## src/hdl/lzw_pkg.sv

```systemverilog
// ----------------------------------------------------------------------------
// lzw_pkg
// Shared widths, constants and types of the LZW encoder.
// ----------------------------------------------------------------------------
package lzw_pkg;

    localparam int CODE_BITS  = 12;
    localparam int HASH_BITS  = 13;
    localparam int HASH_SLOTS = 1 << HASH_BITS;
    localparam int SYM_BITS   = 9;
    localparam int OUT_BITS   = 12;
    localparam int EPOCH_BITS = 8;

    localparam logic [CODE_BITS:0] FIRST_FREE = (CODE_BITS + 1)'(268);
    localparam logic [31:0]        HASH_MUL_P = 32'h0000_9E37;
    localparam logic [31:0]        HASH_MUL_S = 32'h0000_45D9;

    typedef logic [CODE_BITS-1:0]  code_t;
    typedef logic [SYM_BITS-1:0]   sym_t;
    typedef logic [HASH_BITS-1:0]  slot_t;
    typedef logic [EPOCH_BITS-1:0] epoch_t;

    // An entry belongs to the open message only when its epoch matches.
    typedef struct packed {
        epoch_t epoch;
        code_t  key_prefix;
        sym_t   key_sym;
        code_t  code;
    } entry_t;

    typedef struct packed {
        logic   en;
        slot_t  addr;
        entry_t data;
    } dict_wr_t;

    typedef enum logic [2:0] {
        ST_CLEAR,
        ST_IDLE,
        ST_PROBE,
        ST_EMIT_MID,
        ST_EMIT_LAST
    } state_t;

endpackage

```

## src/hdl/lzw_hash.sv

```systemverilog
// ----------------------------------------------------------------------------
// lzw_hash
// Multiplicative hash of a (prefix, symbol) pair onto a dictionary slot.
// ----------------------------------------------------------------------------
module lzw_hash
    import lzw_pkg::*;
(
    input  code_t prefix,
    input  sym_t  symbol,
    output slot_t slot
);

    logic [31:0] prod_p;
    logic [31:0] prod_s;

    assign prod_p = 32'(prefix) * HASH_MUL_P;
    assign prod_s = 32'(symbol) * HASH_MUL_S;

    // slot count is a power of two, so the modulo is the low bits
    assign slot = prod_p[HASH_BITS-1:0] ^ prod_s[HASH_BITS-1:0];

endmodule

```

## config.mk

```make
export PLATFORM = sky130hd
export DESIGN_NAME = lzw_hash
export DESIGN_NICKNAME = d
export VERILOG_FILES = /design/src/hdl/lzw_pkg.sv /design/src/hdl/lzw_hash.sv
export SDC_FILE = /design/constraint.sdc
export NUM_CORES = 1
export LEC_CHECK = 0
export ABC_AREA = 1
export CORE_MARGIN = 8
export CORE_UTILIZATION = 50
export DETAILED_ROUTE_END_ITERATION = 7
export DONT_BUFFER_PORTS = 1
export PLACE_DENSITY = 0.65
export SYNTH_ARGS = -nofsm -noshare
export SYNTH_HDL_FRONTEND = slang
export SYNTH_SLANG_ARGS = --single-unit
export TNS_END_PERCENT = 100
```

## constraint.sdc

```tcl
create_clock -name vclk -period 4.77
set_input_delay 0.477 -clock vclk [all_inputs]
set_output_delay 0.477 -clock vclk [all_outputs]
set_load 0.005 [all_outputs]
```

==> reports/qor.yml <==
status:
  outcome: "completed"
routing:
  detail_route.drc_violations: 0
  drt_pass1_iterations: 4
  detail-route-antenna-nets: 0
  route.vias.total: 2155
  avgViaCountPerCell: 4.81
  drt_wl_total_um: 5560
  drt-wirelength-per-cell_um: 12.4
  dr.first_iter.drc_count: 61
worst_hold_path:
  min-delay-path-class: "primary input to output pin"
  destination_of_the_worst_hold_path: "slot[0]"
  whs_path_depth: 1
  hold_path.startpoint: "symbol[0]"
logic_synthesis:
  ys.warnings.count: 0
  synth_fp_nets: 509
  synth_area_sq_um: 2960
  postSynthAreaPerCell_sq_um: 7.97
  yosysTopAreaCell: "sky130_fd_sc_hd__fa_1"
  synthTopCellsByCount: "112 x sky130_fd_sc_hd__inv_1, 72 x sky130_fd_sc_hd__nand2_1, 68 x sky130_fd_sc_hd__ha_1"
  part_of_the_yosys_area_used_for_sequential_elements_pct: 0
  syn-instance-count: 372
  library_cell_with_the_highest_instance_count_after_synthesis: "sky130_fd_sc_hd__inv_1"
  synthDistinctLibCells: 21
  synth_top_area_share_pct: 32.4
  synth_top_cells_by_area: "sky130_fd_sc_hd__fa_1 32%, sky130_fd_sc_hd__ha_1 29%, sky130_fd_sc_hd__inv_1 14%"
timing:
  finalSetupViolCount: 0
  hold_slack_ps: 1020
  relSlewSlack_pct: 78.3
  finalHoldViolations: 0
  tightestPinTransition_ps: 325
  timing.final.crit_share_pct: 97.2
  fin_setup_tns_ps: 0
  grt_setup_unrepaired: "no"
  layout_min_cycle_time_ps: 4640
  fmax_mhz: 216
  timing.final.max_slew_violations: 0
place:
  place.gp.congestion: 0.792
  placed_area_sq_um: 3070
  dp_hpwl_um: 5290
  io_buffer_count: 0
critical_path:
  critical-path-slowest-cell: "sky130_fd_sc_hd__fa_1"
  timing_worst_setup_path_type: "primary input to output pin"
  worst_ep_required_time_ps: 4290
  path_max_fanout: 3
  worstSetupStartpointType: "primary input"
  max_stage_delay_ps: 540
  cp_cell_sequence: "fa_1 > fa_1 > fa_1 > inv_1 > fa_1 > inv_1 > fa_1 > ha_4 > a21oi_1 > o21ai_1 > a21oi_2 > xor2_2 > nand3_1 > nand2_2"
  critical_path_arrival_ps: 4160
  critical_path.most_common_cell: "sky130_fd_sc_hd__fa_1"
  setup.worst_path.end_class: "output pin"
global_routing:
  grt_use_total_pct: 13.5
  grt_use_met3_pct: 1.20
  grt_pass1_vias: 2218
  overflow: 0
  grt-busiest-layer: "met2"
  antenna_found_initial: 0
  gr-usage-met1_pct: 18.0
  grt_first_pass_wirelength_um: 9780
  gr-usage-met2_pct: 24.4
  pin_count_of_the_biggest_net_entering_global_routing: 7
die:
  core_area_sq_um: 5820
  fp.dieW_um: 93.0
  placementRows: 28
  fp.dieH_um: 93.0
  design.die.area_sq_um: 8650
  initial_core_util_pct: 51.0
  floorplan.io_pins: 34
cells_and_area:
  finish.instance_area_sq_um: 3090
  final.clkbuf_count: 0
  fillers: 582
  diodes: 0
  post_route_cells_drive_above_1_share_pct: 3.49
  nNetsFinal: 512
  area.sequential_sq_um: 0
  sequential_cell_total: 0
  area_growth_syn_to_layout_pct: 4.31
flow_run:
  maxCapViolCount: 0
pwr:
  max-vdd-ir-drop_v: 0.000508
  cellPowerDensity_nw_per_um2: 498
  p_leak_nw: 1.80
clock_tree:
  post_cts.repair.setup_buffers: 0
## stage by stage
step	utilization [%]	total power, W	setup slack [ps]	cells
finish	53.2	0.00154	132	448
global route	53.2	0.00179	3.61	448
CTS	52.9	0.00154	2.14	448
detailed placement	52.7	0.00151	-40.1	448
global placement	52.7	0.00148	30.1	448
floorplan	-	0.00119	159	372
## critical path: cells and delay by family
| family | cells | cell delay [ps] |
|---|---|---|
| fa+ha+maj | 6 | 2800 |
| xor+xnor | 1 | 180 |
| compound gates | 3 | 390 |
| simple gates | 2 | 200 |
| buf+inv | 2 | 100 |
## routing by layer
layer / vias up / wire length (um)
met5: - / 0
met4: 0 / 0
met3: 0 / 165
met2: 16 / 2750
met1: 1019 / 2640
li1: 1120 / -
## where the power goes
part           internal (W)  switching [W]
Sequential                0              0
Combinational      0.000632       0.000907
Clock                     0              0
## final cells by class
cell class / instances / area, sq um / area share [%]
inverter: 115 / 432 / 14.0
multi-input combinational: 257 / 2560 / 82.8
tap: 75 / 93.8 / 3.04
timing repair buffer: 1 / 7.51 / 0.243
## layout by cell type, fill, tap and decap left out, types with 2 or more instances in the layout
cell and instances:
sky130_fd_sc_hd__a21oi_1 12, sky130_fd_sc_hd__a21oi_2 2, sky130_fd_sc_hd__fa_1 48, sky130_fd_sc_hd__ha_1 67
sky130_fd_sc_hd__inv_1 112, sky130_fd_sc_hd__inv_2 3, sky130_fd_sc_hd__nand2_1 71, sky130_fd_sc_hd__nand2_2 3
sky130_fd_sc_hd__nand3_1 16, sky130_fd_sc_hd__nand3b_1 2, sky130_fd_sc_hd__nor2_1 2, sky130_fd_sc_hd__o21ai_1 2
sky130_fd_sc_hd__o21ai_2 2, sky130_fd_sc_hd__or2_1 3, sky130_fd_sc_hd__xnor2_1 9, sky130_fd_sc_hd__xor2_1 11
## worst max path at each step
stage,start,end,slack [ps],depth (start not counted)
2_1_floorplan,prefix[9],slot[12],160,14
3_3_place_gp,prefix[9],slot[12],30,14
3_5_place_dp,prefix[9],slot[12],-40,14
4_1_cts,prefix[9],slot[12],2,14
5_1_grt,prefix[11],slot[12],4,15
6_report,prefix[11],slot[12],130,14
## cells by family (layout without fill, tap and decap cells)
| family | Yosys count | in the layout | synth area share (%) |
|---|---|---|---|
| compound gates | 21 | 21 | 4.05 |
| buf+inv | 115 | 116 | 14.6 |
| fa+ha+maj | 116 | 116 | 61.1 |
| simple gates | 99 | 99 | 14.1 |
| xor+xnor | 21 | 21 | 6.21 |
## what timing repair did
| action | 4_1_cts | 5_1_grt |
|---|---|---|
| pin swaps | 2 | 5 |
| resized for setup | 1 | 4 |
| endpoints found under the setup margin | 1 | 1 |
| hold buffers | 0 | 0 |
| cloned | 0 | 0 |
| endpoints found under the hold margin | 0 | 0 |
Power figures use the tool's default switching activity.
